--- src/sv/rhc_pkg.sv ---
// Shared constants and types for the RGB, HSB and CMYK color converter.
package rhc_pkg;

  localparam int CHANNEL_BITS_DEF = 16;
  localparam int DIV_LANES = 2;
  localparam int DIV_LANE_SAT = 0;
  localparam int DIV_LANE_HUE = 1;

  typedef enum logic [2:0] {
    MODE_RGB_HSB  = 3'd0,
    MODE_CMYK_RGB = 3'd1,
    MODE_HSB_RGB  = 3'd2,
    MODE_CMYK_HSB = 3'd3,
    MODE_RGB_CMYK = 3'd4,
    MODE_HSB_CMYK = 3'd5
  } mode_e;

endpackage

--- src/sv/rhc_div_pipe.sv ---
// Two-lane pipelined restoring divider, one quotient bit per stage, with side data.
module rhc_div_pipe import rhc_pkg::*; #(
  parameter int CB = CHANNEL_BITS_DEF,
  parameter int DW = CHANNEL_BITS_DEF + 3,
  parameter int SW = 4 * CHANNEL_BITS_DEF + 3
) (
  input  logic          clk_i,
  input  logic          rst_ni,
  input  logic          en_i,
  input  logic          valid_i,
  input  logic [DW-1:0] hi_i   [DIV_LANES],
  input  logic [CB-1:0] lo_i   [DIV_LANES],
  input  logic [DW-1:0] den_i  [DIV_LANES],
  input  logic [SW-1:0] side_i,
  output logic          valid_o,
  output logic [CB-1:0] quot_o [DIV_LANES],
  output logic [SW-1:0] side_o
);

  logic          v_q    [CB];
  logic [DW-1:0] rem_q  [CB][DIV_LANES];
  logic [CB-1:0] sh_q   [CB][DIV_LANES];
  logic [DW-1:0] den_q  [CB][DIV_LANES];
  logic [SW-1:0] side_q [CB];
  logic [DW-1:0] rem_d  [CB][DIV_LANES];
  logic [CB-1:0] sh_d   [CB][DIV_LANES];
  logic [DW-1:0] den_d  [CB][DIV_LANES];

  always_comb begin
    logic [DW-1:0] r;
    logic [CB-1:0] s;
    logic [DW:0]   trial;
    for (int k = 0; k < CB; k++) begin
      for (int l = 0; l < DIV_LANES; l++) begin
        r = (k == 0) ? hi_i[l] : rem_q[(k == 0) ? 0 : k-1][l];
        s = (k == 0) ? lo_i[l] : sh_q[(k == 0) ? 0 : k-1][l];
        den_d[k][l] = (k == 0) ? den_i[l] : den_q[(k == 0) ? 0 : k-1][l];
        trial = {r, s[CB-1]};
        if (trial >= {1'b0, den_d[k][l]}) begin
          trial = trial - {1'b0, den_d[k][l]};
          sh_d[k][l] = {s[CB-2:0], 1'b1};
        end else begin
          sh_d[k][l] = {s[CB-2:0], 1'b0};
        end
        rem_d[k][l] = trial[DW-1:0];
      end
    end
  end

  always_ff @(posedge clk_i or negedge rst_ni) begin
    if (!rst_ni) begin
      for (int k = 0; k < CB; k++) v_q[k] <= 1'b0;
    end else if (en_i) begin
      v_q[0] <= valid_i;
      for (int k = 1; k < CB; k++) v_q[k] <= v_q[k-1];
    end
  end

  always_ff @(posedge clk_i) begin
    if (en_i) begin
      rem_q <= rem_d;
      sh_q  <= sh_d;
      den_q <= den_d;
      side_q[0] <= side_i;
      for (int k = 1; k < CB; k++) side_q[k] <= side_q[k-1];
    end
  end

  assign valid_o = v_q[CB-1];
  assign quot_o  = sh_q[CB-1];
  assign side_o  = side_q[CB-1];

  a_den_nonzero: assert property (@(posedge clk_i) disable iff (!rst_ni)
    v_q[0] |-> (den_q[0][DIV_LANE_SAT] != '0) && (den_q[0][DIV_LANE_HUE] != '0))
    else $error("divider entered with a zero divisor");

  a_rem_below_den: assert property (@(posedge clk_i) disable iff (!rst_ni)
    v_q[CB-1] |-> (rem_q[CB-1][DIV_LANE_SAT] < den_q[CB-1][DIV_LANE_SAT]) &&
                  (rem_q[CB-1][DIV_LANE_HUE] < den_q[CB-1][DIV_LANE_HUE]))
    else $error("divider remainder not below divisor");

endmodule
--- config.mk ---
export PLATFORM = sky130hd
export DESIGN_NAME = rhc_div_pipe
export DESIGN_NICKNAME = d
export VERILOG_FILES = /design/src/sv/rhc_pkg.sv /design/src/sv/rhc_div_pipe.sv
export SDC_FILE = /design/constraint.sdc
export NUM_CORES = 2
export LEC_CHECK = 0
export BUFFER_PORTS_ARGS = -buffer_cell sky130_fd_sc_hd__buf_2
export CORE_UTILIZATION = 60
export DETAILED_ROUTE_END_ITERATION = 10
export PLACE_DENSITY = 0.8
export REMOVE_ABC_BUFFERS = 1
export SETUP_SLACK_MARGIN = 0.3
export SYNTH_ARGS = -nofsm -noshare
export SYNTH_HDL_FRONTEND = slang
export SYNTH_SLANG_ARGS = --single-unit
--- constraint.sdc ---
create_clock -name clk_i -period 4.4 [get_ports clk_i]
set_input_delay 0.88 -clock clk_i [delete_from_list [all_inputs] [get_ports clk_i]]
set_output_delay 0.88 -clock clk_i [all_outputs]
set_load 0.05 [all_outputs]
# ---- Word level (Yosys, flattened, before mapping)
# Memories as Yosys holds them, arrays and structs flattened.
# Cells that the tools add are included.
dict set report totals {
  input_bits 179
  reg_bits 1668
  out_inout_bits 100
  ram_bits 1072
  memories 1
  elab_cells 235
}
dict set report classes {
  order_cmp 32
  add_sub_neg 30
  n_mux 64
}
# name depth word_bits rd rd_ports_with_merged_regs wr line
set mem_list {}
lappend mem_list {side_q 16 67 16 0 16 rhc_div_pipe.sv:24} ;# logic [SW-1:0] side_q [CB];
# operator n
set op_table {}
lappend op_table {{greater-or-equal comparator 20 x 19 -> 1 bit} 32}
lappend op_table {{2-to-1 mux 19 bit} 30}
lappend op_table {{subtractor 19 bit} 30}
lappend op_table {{2-to-1 mux 1 bit} 34}

# ---- Logic depth before layout (Yosys ltp)
dict set report depth {
  depth_word 2
  depth_mapped 14
  ltp_nobuf 12
}

# ---- Worst setup path before layout
# OpenSTA, ideal clock, no wires.
dict set report synth_path {
  path_kind {in2reg}
  from {input lo_i[31] (netlist bit)}
  to {register rem_q[591] (netlist bit), data pin}
  t_required_ns 4.140
  path_stages 13
  n_path_buf 1
  t_arrival_ns 3.293
  path_slack_ns 0.848
  path_cell_list {inv_1 -> ha_1 -> fa_1 -> nor2b_1 -> o2111ai_1 -> and3_1 -> nor2_1 -> a221oi_1 -> a221oi_1 -> o21ai_0 -> nand2_1 -> clkbuf_1 -> mux2_2}
}
# element line
set synth_rtl {}
lappend synth_rtl {{start, declared} rhc_div_pipe.sv:12} ;# input logic [CB-1:0] lo_i [DIV_LANES],
lappend synth_rtl {{end signal, assigned} rhc_div_pipe.sv:61} ;# rem_q <= rem_d;
lappend synth_rtl {{end, declared} rhc_div_pipe.sv:21} ;# logic [DW-1:0] rem_q [CB][DIV_LANES];

==> results.cfg <==
[run_status]
status = finished, final reports clean

[route]
ant_nets = 0
dr_total_vias = 64100
first_iter_violations = 4598
drc_errors = 0
first_pass_iters = 6
routed_wl_um = 211000
vias_per_cell = 5.65
wl_per_cell_um = 18.6

[timing]
rsz0062_at_grt = false
whs_ps = 113
setup_violations = 0
max_freq_mhz = 261
worst_pin_slew_ps = 1140
slew_headroom_pct = 24.2
period_share_pct = 87.0
final-max-slew-violation-count = 0
finalHoldViolCount = 0
finClkSkew_ps = 60.9
finalCriticalPeriod_ps = 3830
setup_slack_ps = 570

[power_and_ir_drop]
p_leak_nw = 51.7
p_per_area_nw_per_um2 = 663
irDropWorstVdd_v = 0.000360

[min_path]
hold_class = input pin to flip-flop

[final_layout]
layout_commonest_cell = edfxtp_1
mostFrequentLayoutCells = edfxtp_1, inv_1, ha_1
drive_above_1_share_pct = 13.4
final_area_um2 = 133000
num-fill-cells = 13000
area_growth_pct = 11.5
final_core_util_pct = 67.3
finalNetCount = 9334
stdcell_count = 11400

[cts]
cts_root_buffer = clkbuf_16
cts_buffers = 291
path_clk_slew_ps = 60
htreeDepth = 5
clock_path_buffers = 4
clock_sinks = 2740
clk_latency_ps = 920
tritoncts = yes

[setup_path]
worstSetupStartpointType = flip-flop
cp-end-kind = flip-flop
worst-path-max-fanout = 20
required_ps = 5040
r2r_slack_ps = 570
cp_data_arrival_time_ps = 4470
path_class = flip-flop to flip-flop

[placement]
place.gp.congestion = 0.932
postPlaceCellArea_um2 = 124000
dp_slack_ps = 378
io_buffers = 278
hpwl_um = 137000
post-place-cells = 10900

[die]
rows = 163
core_um2 = 197000
dieArea_um2 = 200000
die_h_um = 447
die_width_um = 447
ios = 279
start_util_pct = 60.3

[logic_synthesis]
syn_area_per_cell_um2 = 14.8
yosys_most_used_dff = edfxtp_1
ys_seq_area_share_pct = 69.1
yosysWarnings = 0
synth-async-reset-ratio_pct = 0.584
ys_ff_latch = 2740
synth_cell_types = 84
synthCells = 8051
synth_edf_count = 2724
synth_area_um2 = 119000

[flow_run]
drv_cap = 0

[grt]
track_usage_pct = 21.1
grt_max_degree = 102
grt_pass1_vias = 65400
grt_pass1_wl_um = 337000
grt-ovfl-total = 0
antenna_found_initial = 2
==> flip-flops by register name, summed over array words and instances, names as in the netlist <==
register and count:
den_d 570, quot_o 32, rem_q 570, sh_q 480, side_q 1072, v_q 15
valid_o 1
==> stage by stage <==
stage / total power [W] / setup TNS (ps)
after floorplan: 0.0576 / -28540
after global placement: 0.0637 / 0
after detailed placement: 0.0645 / 0
after CTS: 0.0884 / 0
after global routing: 0.0928 / 0
final: 0.0880 / 0
==> Yosys cell counts (all sizes together) (39+ instances only) <==
| master | count | area share [%] |
|---|---|---|
| o21a | 95 | 0.60 |
| inv | 766 | 2.4 |
| mux2i | 53 | 0.45 |
| nor2 | 290 | 0.91 |
| nand2 | 410 | 1.3 |
| mux2 | 333 | 3.2 |
| nor3 | 80 | 0.34 |
| nor2b | 94 | 0.50 |
| a31oi | 58 | 0.30 |
| nand2b | 74 | 0.39 |
| o21ai | 411 | 1.7 |
| a21oi | 403 | 1.7 |
| edfxtp | 2724 | 69 |
| clkbuf | 79 | 0.25 |
| xor2 | 168 | 1.2 |
| o21bai | 39 | 0.25 |
| ha | 608 | 6.4 |
| buf | 143 | 0.82 |
| xnor2 | 282 | 2.1 |
| a21o | 239 | 1.5 |
| nand4 | 72 | 0.38 |
| nand3 | 106 | 0.45 |
==> metal layers <==
metal  vias to the layer above  global-route usage (%)  wire length [µm]  part of all wire (%)
li1                      30800                       -                 -                     -
met1                     30900                    24.3             82600                    39
met2                      1910                    38.9            112000                    53
met3                       525                    3.29              9320                   4.4
met4                         0                    8.39              7880                   3.7
met5                         -                       0                 0                     0
==> final timing paths <==
path,start,end,depth (start not counted)
max in group asynchronous,rst_ni,v_q[10],2
min reg2reg,side_q[0][254],side_q[0][321],0
min,side_i[45],side_q[0][45],1
max reg2reg,rem_q[495],rem_q[461],10
max,rem_q[495],rem_q[461],10
min in group asynchronous,rst_ni,v_q[3],2
==> where the power goes <==
part | switching, W | internal, W | leakage (nW)
registers | 0.00220 | 0.0348 | 26.8
clock network | 0.00951 | 0.0136 | 4.30
logic | 0.0153 | 0.0126 | 20.5
==> cell type report <==
type / count / area, µm² / share of cell area, %
clock inverters: 127 / 1230 / 0.931
diodes: 1 / 2.50 / 0.00189
well taps: 2640 / 3300 / 2.49
clock buffers: 363 / 7660 / 5.77
flip-flops and latches: 2740 / 82200 / 61.9
inverters: 766 / 2880 / 2.17
multi-input cells: 4323 / 32700 / 24.7
repair buffers: 395 / 2700 / 2.03
==> worst max-delay path, cell delays in order (launching register included) <==
cell and delay [ps]:
edfxtp_1 420, ha_1 420, nor2b_4 180, o2111ai_2 180, and3_1 210, nor2_1 70
a221oi_2 390, o211ai_1 150, a221o_1 310, a211o_1 720, mux2_4 480
==> what timing repair did <==
item | 4_1_cts | 5_1_grt
setup buffers | 0 | 0
gates resized for setup | 0 | 0
hold buffers | 1 | 0
hold endpoints to repair | 16 | 0
==> kinds of logic (layout without fill, tap and decap cells) <==
| family | after synthesis | count (layout) | synth area share, % |
|---|---|---|---|
| mux | 386 | 386 | 3.64 |
| other cells | 0 | 1 | 0 |
| compound gates | 1550 | 1550 | 8.33 |
| flops | 2740 | 2740 | 69.1 |
| fa+ha+maj | 638 | 638 | 6.90 |
| xor+xnor | 450 | 450 | 3.31 |
| simple gates | 1299 | 1299 | 5.25 |
| buf+inv | 988 | 1651 | 3.49 |
(Power assumes the default switching activity.)
