**src/sv/rhc_pkg.sv**
```systemverilog
// Shared constants and types for the RGB, HSB and CMYK color converter.
package rhc_pkg;

  localparam int CHANNEL_BITS_DEF = 16;
  localparam int DIV_LANES = 2;
  localparam int DIV_LANE_SAT = 0;
  localparam int DIV_LANE_HUE = 1;

  typedef enum logic [2:0] {
    MODE_RGB_HSB  = 3'd0,
    MODE_CMYK_RGB = 3'd1,
    MODE_HSB_RGB  = 3'd2,
    MODE_CMYK_HSB = 3'd3,
    MODE_RGB_CMYK = 3'd4,
    MODE_HSB_CMYK = 3'd5
  } mode_e;

endpackage

```
**src/sv/rhc_front.sv**
```systemverilog
// Front pipeline: CMYK and HSB inputs brought to RGB, RGB inputs passed through, in five register stages.
module rhc_front import rhc_pkg::*; #(
  parameter int CB = CHANNEL_BITS_DEF
) (
  input  logic          clk_i,
  input  logic          rst_ni,
  input  logic          en_i,
  input  logic          valid_i,
  input  mode_e         mode_i,
  input  logic [CB-1:0] a_i,
  input  logic [CB-1:0] b_i,
  input  logic [CB-1:0] c_i,
  input  logic [CB-1:0] d_i,
  output logic          valid_o,
  output mode_e         mode_o,
  output logic [CB-1:0] r_o,
  output logic [CB-1:0] g_o,
  output logic [CB-1:0] b_o
);

  localparam logic [CB-1:0]   FS   = {CB{1'b1}};
  localparam logic [CB+2:0]   FSW  = {3'b000, FS};
  localparam logic [2*CB-1:0] HALF = {{(CB+1){1'b0}}, FS[CB-1:1]};

  function automatic logic [CB-1:0] div_fs(input logic [2*CB-1:0] x);
    logic [2*CB:0] s;
    s = {1'b0, x} + {{(CB+1){1'b0}}, x[2*CB-1:CB]} + {{(2*CB){1'b0}}, 1'b1};
    return s[2*CB-1:CB];
  endfunction

  function automatic logic [CB-1:0] cmyk_ch(input logic [CB-1:0] col,
                                            input logic [CB-1:0] k);
    logic [CB:0] s;
    s = {1'b0, col} + {1'b0, k};
    return (s >= {1'b0, FS}) ? '0 : (FS - s[CB-1:0]);
  endfunction

  logic          s1_valid_q, s2_valid_q, s3_valid_q, s4_valid_q, s5_valid_q;
  mode_e         s1_mode_q, s2_mode_q, s3_mode_q, s4_mode_q, s5_mode_q;
  logic [CB-1:0] s1_rgb_q [3];
  logic [CB-1:0] s2_rgb_q [3];
  logic [CB-1:0] s3_rgb_q [3];
  logic [CB-1:0] s4_rgb_q [3];
  logic [CB-1:0] s5_rgb_q [3];
  logic [2:0]    s1_sec_q, s2_sec_q, s3_sec_q, s4_sec_q;
  logic [CB-1:0] s1_fsd_q, s2_fsd_q;
  logic [CB-1:0] s1_v_q, s2_v_q, s3_v_q, s4_v_q;
  logic [2*CB-1:0] s1_prod_q, s3_prod_q;
  logic [CB-1:0] s2_ch_q, s3_ch_q, s4_ch_q, s4_x_q;

  logic          cmyk_in;
  logic [CB-1:0] rgb_d [3];
  logic [CB+2:0] h6, off, t_full;
  logic [2:0]    sec_d;
  logic [CB:0]   t, dt;
  logic [CB-1:0] fsd_d;

  always_comb begin
    cmyk_in = (mode_i == MODE_CMYK_RGB) || (mode_i == MODE_CMYK_HSB);
    rgb_d[0] = cmyk_in ? cmyk_ch(a_i, d_i) : a_i;
    rgb_d[1] = cmyk_in ? cmyk_ch(b_i, d_i) : b_i;
    rgb_d[2] = cmyk_in ? cmyk_ch(c_i, d_i) : c_i;
    h6 = ({3'b000, a_i} << 2) + ({3'b000, a_i} << 1);
    sec_d = '0;
    for (int k = 1; k <= 6; k++) begin
      if (h6 >= (CB+3)'(k) * FSW) sec_d = 3'(k);
    end
    off = FSW * (CB+3)'({sec_d[2:1], 1'b0});
    t_full = h6 - off;
    t = t_full[CB:0];
    if (t >= {1'b0, FS}) dt = t - {1'b0, FS};
    else dt = {1'b0, FS} - t;
    fsd_d = FS - dt[CB-1:0];
  end

  logic [CB-1:0] base, ra, ga, ba;

  always_comb begin
    base = s4_v_q - s4_ch_q;
    ra = '0;
    ga = '0;
    ba = '0;
    case (s4_sec_q)
      3'd0: begin ra = s4_ch_q; ga = s4_x_q; end
      3'd1: begin ra = s4_x_q; ga = s4_ch_q; end
      3'd2: begin ga = s4_ch_q; ba = s4_x_q; end
      3'd3: begin ga = s4_x_q; ba = s4_ch_q; end
      3'd4: begin ra = s4_x_q; ba = s4_ch_q; end
      default: begin ra = s4_ch_q; ba = s4_x_q; end
    endcase
  end

  logic hsb_in;
  assign hsb_in = (s4_mode_q == MODE_HSB_RGB) || (s4_mode_q == MODE_HSB_CMYK);

  always_ff @(posedge clk_i or negedge rst_ni) begin
    if (!rst_ni) begin
      s1_valid_q <= 1'b0;
      s2_valid_q <= 1'b0;
      s3_valid_q <= 1'b0;
      s4_valid_q <= 1'b0;
      s5_valid_q <= 1'b0;
    end else if (en_i) begin
      s1_valid_q <= valid_i;
      s2_valid_q <= s1_valid_q;
      s3_valid_q <= s2_valid_q;
      s4_valid_q <= s3_valid_q;
      s5_valid_q <= s4_valid_q;
    end
  end

  always_ff @(posedge clk_i) begin
    if (en_i) begin
      s1_mode_q <= mode_i;
      s1_rgb_q  <= rgb_d;
      s1_sec_q  <= sec_d;
      s1_fsd_q  <= fsd_d;
      s1_v_q    <= c_i;
      s1_prod_q <= b_i * c_i;

      s2_mode_q <= s1_mode_q;
      s2_rgb_q  <= s1_rgb_q;
      s2_sec_q  <= s1_sec_q;
      s2_fsd_q  <= s1_fsd_q;
      s2_v_q    <= s1_v_q;
      s2_ch_q   <= div_fs(s1_prod_q + HALF);

      s3_mode_q <= s2_mode_q;
      s3_rgb_q  <= s2_rgb_q;
      s3_sec_q  <= s2_sec_q;
      s3_v_q    <= s2_v_q;
      s3_ch_q   <= s2_ch_q;
      s3_prod_q <= s2_ch_q * s2_fsd_q;

      s4_mode_q <= s3_mode_q;
      s4_rgb_q  <= s3_rgb_q;
      s4_sec_q  <= s3_sec_q;
      s4_v_q    <= s3_v_q;
      s4_ch_q   <= s3_ch_q;
      s4_x_q    <= div_fs(s3_prod_q + HALF);

      s5_mode_q <= s4_mode_q;
      if (hsb_in) begin
        s5_rgb_q[0] <= ra + base;
        s5_rgb_q[1] <= ga + base;
        s5_rgb_q[2] <= ba + base;
      end else begin
        s5_rgb_q <= s4_rgb_q;
      end
    end
  end

  assign valid_o = s5_valid_q;
  assign mode_o  = s5_mode_q;
  assign r_o     = s5_rgb_q[0];
  assign g_o     = s5_rgb_q[1];
  assign b_o     = s5_rgb_q[2];

endmodule

```
**config.mk**
```make
export PLATFORM = sky130hd
export DESIGN_NAME = rhc_front
export DESIGN_NICKNAME = d
export VERILOG_FILES = /design/src/sv/rhc_pkg.sv /design/src/sv/rhc_front.sv
export SDC_FILE = /design/constraint.sdc
export NUM_CORES = 2
export LEC_CHECK = 0
export BUFFER_PORTS_ARGS = -buffer_cell sky130_fd_sc_hd__buf_2
export CORE_ASPECT_RATIO = 1.25
export CORE_MARGIN = 10
export CORE_UTILIZATION = 65
export DETAILED_ROUTE_END_ITERATION = 10
export PLACE_DENSITY_LB_ADDON = 0.2
export SLEW_MARGIN = 30
export SYNTH_ARGS = -nofsm -noshare
export SYNTH_HDL_FRONTEND = slang
export SYNTH_SLANG_ARGS = --single-unit
```
**constraint.sdc**
```tcl
create_clock -name clk_i -period 6.9 [get_ports clk_i]
set_clock_uncertainty 0.05 [all_clocks]
set_input_delay 0.345 -clock clk_i [delete_from_list [all_inputs] [get_ports clk_i]]
set_output_delay 0.345 -clock clk_i [all_outputs]
set_load 0.03 [all_outputs]
```
After elaboration in Yosys (flattened, before gate mapping)
Index checks and enable logic that the tools add are counted.
Cells by class
  add/sub/neg operators: 21
  multipliers: 3
  order comparisons: 10
  eq/ne operators: 8
  muxes and demuxes: 17
  reductions and logical operators: 9
Operators with widths (number)
  two-way mux 16 bit: 7
  case mux 16 bit (2 select lines): 3
  subtractor 16 bit, first input constant: 5
  greater-or-equal comparator 17 x 16 -> 1 bit, second input constant: 4
  adder 32 x 1 -> 32 bit, second input constant: 2
  adder 32 x 15 -> 32 bit, second input constant: 2
  adder 32 x 16 -> 32 bit: 2
  multiplier 16 x 16 -> 32 bit: 2
  adder 16 x 16 -> 17 bit: 3
  adder 16 bit: 3
  two-way mux 48 bit: 1
  greater-or-equal comparator 19 x 18 -> 1 bit, second input constant: 2
  greater-or-equal comparator 19 bit, second input constant: 2
  adder 18 x 17 -> 19 bit: 1
  greater-or-equal comparator 19 x 16 -> 1 bit, second input constant: 1
  greater-or-equal comparator 19 x 17 -> 1 bit, second input constant: 1
  subtractor 17 bit: 1
  multiplier 16 x 2 -> 16 bit, first input constant: 1
  subtractor 16 bit: 1
  subtractor 16 bit, second input constant: 1
  equality test 3 x 2 -> 1 bit, second input constant: 4
  OR reduction 2 bit: 6
  two-way mux 3 bit: 3
  equality test 3 x 1 -> 1 bit, second input constant: 2
  other kinds (5): 8
Word-level totals
  register bits after elaboration: 496
  output and inout port bits: 52
  logic and storage cells: 110

Logic depth before layout (Yosys ltp)
  depth in word-level cells: 13
  gate-level depth with buffers: 25
  mapped depth without buffers: 24

Least setup slack after synthesis
OpenSTA, ideal clock, no wires.
  path kind: input to register
  start: input b_i[13]
  end: register s1_prod_q[28] (data pin)
  arrival time: 6.056 ns
  path slack: 0.536 ns
  cell stages on the path: 24
  cells stage by stage: clkbuf_1 clkbuf_1 nand2_1 fa_1 inv_1 fa_1 inv_1 fa_1 inv_1 fa_1 inv_1 fa_1 fa_1 inv_1 ha_1 a21oi_1 o21ai_0 a2111oi_0 o21ai_0 a21oi_1 o31ai_1 a21o_1 a21oi_1 xnor2_1
Between the ends
  word-level cells in the longest chain between the ends: 1
Ends and longest elaborated chain
  from (decl): RTL line rhc_front.sv:11  | input logic [CB-1:0] b_i,
  multiplier 16 x 16 -> 32 bit: RTL line rhc_front.sv:119  | s1_prod_q <= b_i * c_i;
  to (signal assigned): RTL line rhc_front.sv:119
  to (decl): RTL line rhc_front.sv:48  | logic [2*CB-1:0] s1_prod_q, s3_prod_q;
No other way between the ends.
A chain may end at the register's enable or synchronous reset.

Worst setup path after layout
  start: register s2_ch_q[11]
  end: register s3_prod_q[31] (data pin)
Between the ends
  word-level cells in the longest chain between the ends: 1
Ends and longest elaborated chain
  from (decl): RTL line rhc_front.sv:49  | logic [CB-1:0] s2_ch_q, s3_ch_q, s4_ch_q, s4_x_q;
  from (signal assigned): RTL line rhc_front.sv:126  | s2_ch_q <= div_fs(s1_prod_q + HALF);
  multiplier 16 x 16 -> 32 bit: RTL line rhc_front.sv:133  | s3_prod_q <= s2_ch_q * s2_fsd_q;
  to (signal assigned): RTL line rhc_front.sv:133
  to (decl): RTL line rhc_front.sv:48
No other way between the ends.

==> impl_results.md <==
- Run status: completed
- Fraction of layout instances using a drive strength above 1: 7.90%
- Hold Violations, Final: 0
- Sequential-to-total area share from yosys stat: around a third
- Commonest cells after routing, fill and taps aside: 586 x nand2_1, 522 x inv_1, 488 x edfxtp_1
- First-pass GRT wire length: 164 mm
- Cell row count: 104
- Sum of routed wire length over all layers: between 100 and 150 mm
- Worst-skew pair later-pin latency: just over 600 ps
- Overall fraction of global-route tracks in use: roughly 28%
- Worst Setup EP: s3_prod_q[31]
- Launch point of the worst reg-to-reg path: s2_ch_q[11]
- Core Area: 64200 sq um
- Count of mapped cells out of synthesis: 4037
- Number of DRC markers after the initial detailed-route iteration: between 2k and 2.5k
- Number of optimization iterations in the first detailed-route pass: 7
- Worst max-slew margin expressed relative to the limit: a little over a third
- Worst-margin pin slew: approximately 960 ps
- Remaining DRCs: 0
- Hold path start: a_i[6]
- Net count after synthesis: around 5k
- Maximum clock path buffer count: 3
- Startpoint type of the worst setup path: flip-flop
- PortBufs: 122
- Routability cong.: approximately 1
- Residual overflow from global routing: 0
- Buffer type at the clock tree root: clkbuf_16
- Largest net degree at the start of global routing: 151
- Finish-stage setup viols: 0
- H-tree Lvls: 2
- Mean area per synthesized cell: ~10 sq um
- Cell area after synthesis: about 42000 sq um
- Resize count post-CTS: 0
- YS warnings: 0
- Via count of the first global-routing pass: 30.7k
- CTS clk-pin slew, worst paths: ~70 ps
- Antenna-violating nets left: 0
- Register bit count reported by yosys: ~490
- Vias post-DR: roughly 30k
- Endpoint of the worst register-to-register path: s3_prod_q[31]
- Area added between synthesis and finish: 8.95%
- Antenna violations before repair: 6
- Prevailing post-synth register cell: edfxtp_1
- Area of the die: around 75000 sq um
- Sinks on Clock Net: slightly below 500
- Reg2Reg Depth: 22
- Final max-slew violation count: 0
- Setup crit end kind: flip-flop
- TNS Setup: 0 ps
- Boundary pin count: approximately 120
- Setup slack, reg-to-reg: around 300 ps
- Setup repair after global routing missed its margin: false
- Post-synth EDFFs: 488
- Post-synthesis async set-or-reset flop share: under 10%
- Number of vias per cell after detailed routing: approximately 5.9
- Highest Clock Rate: 152 MHz
- Required time at the worst-slack endpoint: around 7000 ps
- Number of buffers added by the clock tree synthesis step: 49
- Effective utilization at floorplan: approximately two thirds
- Maximum fanout along the worst path: 16
- Timing startpoint of the critical path: s2_ch_q[11]
- Final period demand of the worst path: 6600 ps
- Crit Path Class: flip-flop to flip-flop
- Ratio of final minimum period to clock period: 95.6%
- Height of the chip: around 300 um
- Mean routed wirelength per cell: 20.7 um
- Width of the chip: around 250 um
- Number of maximum-capacitance violations: 0
- CTS tree: done
- Total Nets Final: 5035
- Detailed-placement wirelength estimate: 81.5 mm
- Hold WC Path Type: input pin to flip-flop
- Unique cell type count in the Yosys netlist: 90
- Data arrival at the endpoint of the critical path: 6910 ps
- Leading cell type in the layout, fill and taps excluded: nand2_1
[sequential cells by signal (all words and copies together), names as in the netlist, 15 cells and up]
| name | cells |
|---|---|
| r_o | 16 |
| s4_x_q | 16 |
| s1_prod_q | 32 |
| s3_prod_q | 31 |
| s3_ch_q | 16 |
| g_o | 16 |
| s1_v_q | 16 |
| s1_fsd_q | 15 |
| s4_rgb_q | 48 |
| s1_rgb_q | 48 |
| s3_rgb_q | 48 |
| s2_v_q | 16 |
| b_o | 16 |
| s2_rgb_q | 48 |
| s2_fsd_q | 15 |
| s2_ch_q | 16 |
| s4_v_q | 16 |
| s3_v_q | 16 |
| s4_ch_q | 16 |
[metrics by stage]
| stage | util [%] | hold slack [ps] | std cells | cell area, sq um | worst slack, ps |
|---|---|---|---|---|---|
| 6_report | 71.3 | 71.5 | 5076 | 45800 | 301 |
| 5_1_grt | 71.3 | 54.1 | 5074 | 45700 | 15.6 |
| 4_1_cts | 71.1 | 38.5 | 5057 | 45600 | 318 |
| 3_5_place_dp | 68.3 | 119 | 4963 | 43800 | 165 |
| 3_3_place_gp | 68.3 | 109 | 4963 | 43800 | 258 |
| 2_1_floorplan | - | -0.591 | 4037 | 42000 | 536 |
[worst min path at each step]
stage / to / slack (ps) / cells after the start
after global placement: valid_o / 110 / 1
final: s1_rgb_q[38] / 70 / 3
after floorplan: s1_valid_q / -0.6 / 0
after global routing: s1_v_q[4] / 50 / 1
after CTS: s1_rgb_q[38] / 40 / 3
after detailed placement: s4_valid_q / 120 / 1
[cells in the mapped netlist (17+ instances only)]
cell | number | area [sq um]
o21ai_0 | 178 | 891
ha_1 | 391 | 4890
a31oi_1 | 17 | 106
or3_1 | 26 | 163
nor4_1 | 17 | 106
a21o_1 | 58 | 435
o21a_1 | 41 | 308
nor3_1 | 62 | 310
nand2_1 | 586 | 2200
a22o_1 | 19 | 166
fa_1 | 384 | 7690
edfxtp_1 | 488 | 14700
inv_1 | 522 | 1960
a211oi_1 | 30 | 225
nand3_1 | 36 | 180
a21oi_1 | 169 | 846
xor2_1 | 88 | 771
and2_1 | 202 | 1260
nor2b_1 | 22 | 138
nor2_1 | 172 | 646
xnor2_1 | 161 | 1410
clkbuf_1 | 106 | 398
[worst max-delay path, cell delays in order, from the launching register on]
cell      delay [ps]
edfxtp_1         750
nand2_1          170
fa_1             550
inv_1             50
fa_1             470
inv_1             50
fa_1             490
inv_1             60
fa_1             500
fa_1             490
inv_1             50
fa_1             490
inv_1             50
ha_1             320
o21a_1           150
o2111a_1         280
a21o_1           230
a311oi_1         450
a21oi_1          140
a21oi_1          220
o21ai_0          100
a21oi_1          180
xnor2_1           80
[cell type report]
| class | instances | area, sq um |
|---|---|---|
| multi-input cells | 2907 | 24800 |
| fillers | 4729 | 18400 |
| flip-flops and latches | 493 | 14800 |
| inverters | 522 | 1960 |
| repair buffers | 216 | 1370 |
| clock buffers | 51 | 1230 |
| well taps | 848 | 1060 |
| clock inverters | 37 | 499 |
| diodes | 2 | 5.00 |
[per-layer routing]
metal	track usage (%)	up-vias	part of all wire, %	wire (um)
li1	-	13900	-	-
met1	32.9	14700	37	38500
met2	48.7	1225	51	53600
met3	4.85	316	7.0	7320
met4	13.0	8	5.1	5310
met5	0	-	0.052	55
[cell families after synthesis]
logic type                 count (synthesis)  share of synthesized area (%)
muxes                                     17                          0.426
and+or+nand+nor                         1224                           13.7
AOI/OAI and AO/OA                        639                           9.65
adders and majority gates                775                           30.0
buffers and inverters                    637                           5.71
xor gates and xnor gates                 252                           5.32
DFF                                      493                           35.2
[repair_timing]
action,in CTS,in global routing
setup buffers,0,16
setup endpoints to repair,0,4
endpoints found under the hold margin,9,0
hold buffers,6,0
Power is not shown: default switching activity piles up to over one toggle a cycle in this logic, so the estimate is an artifact.
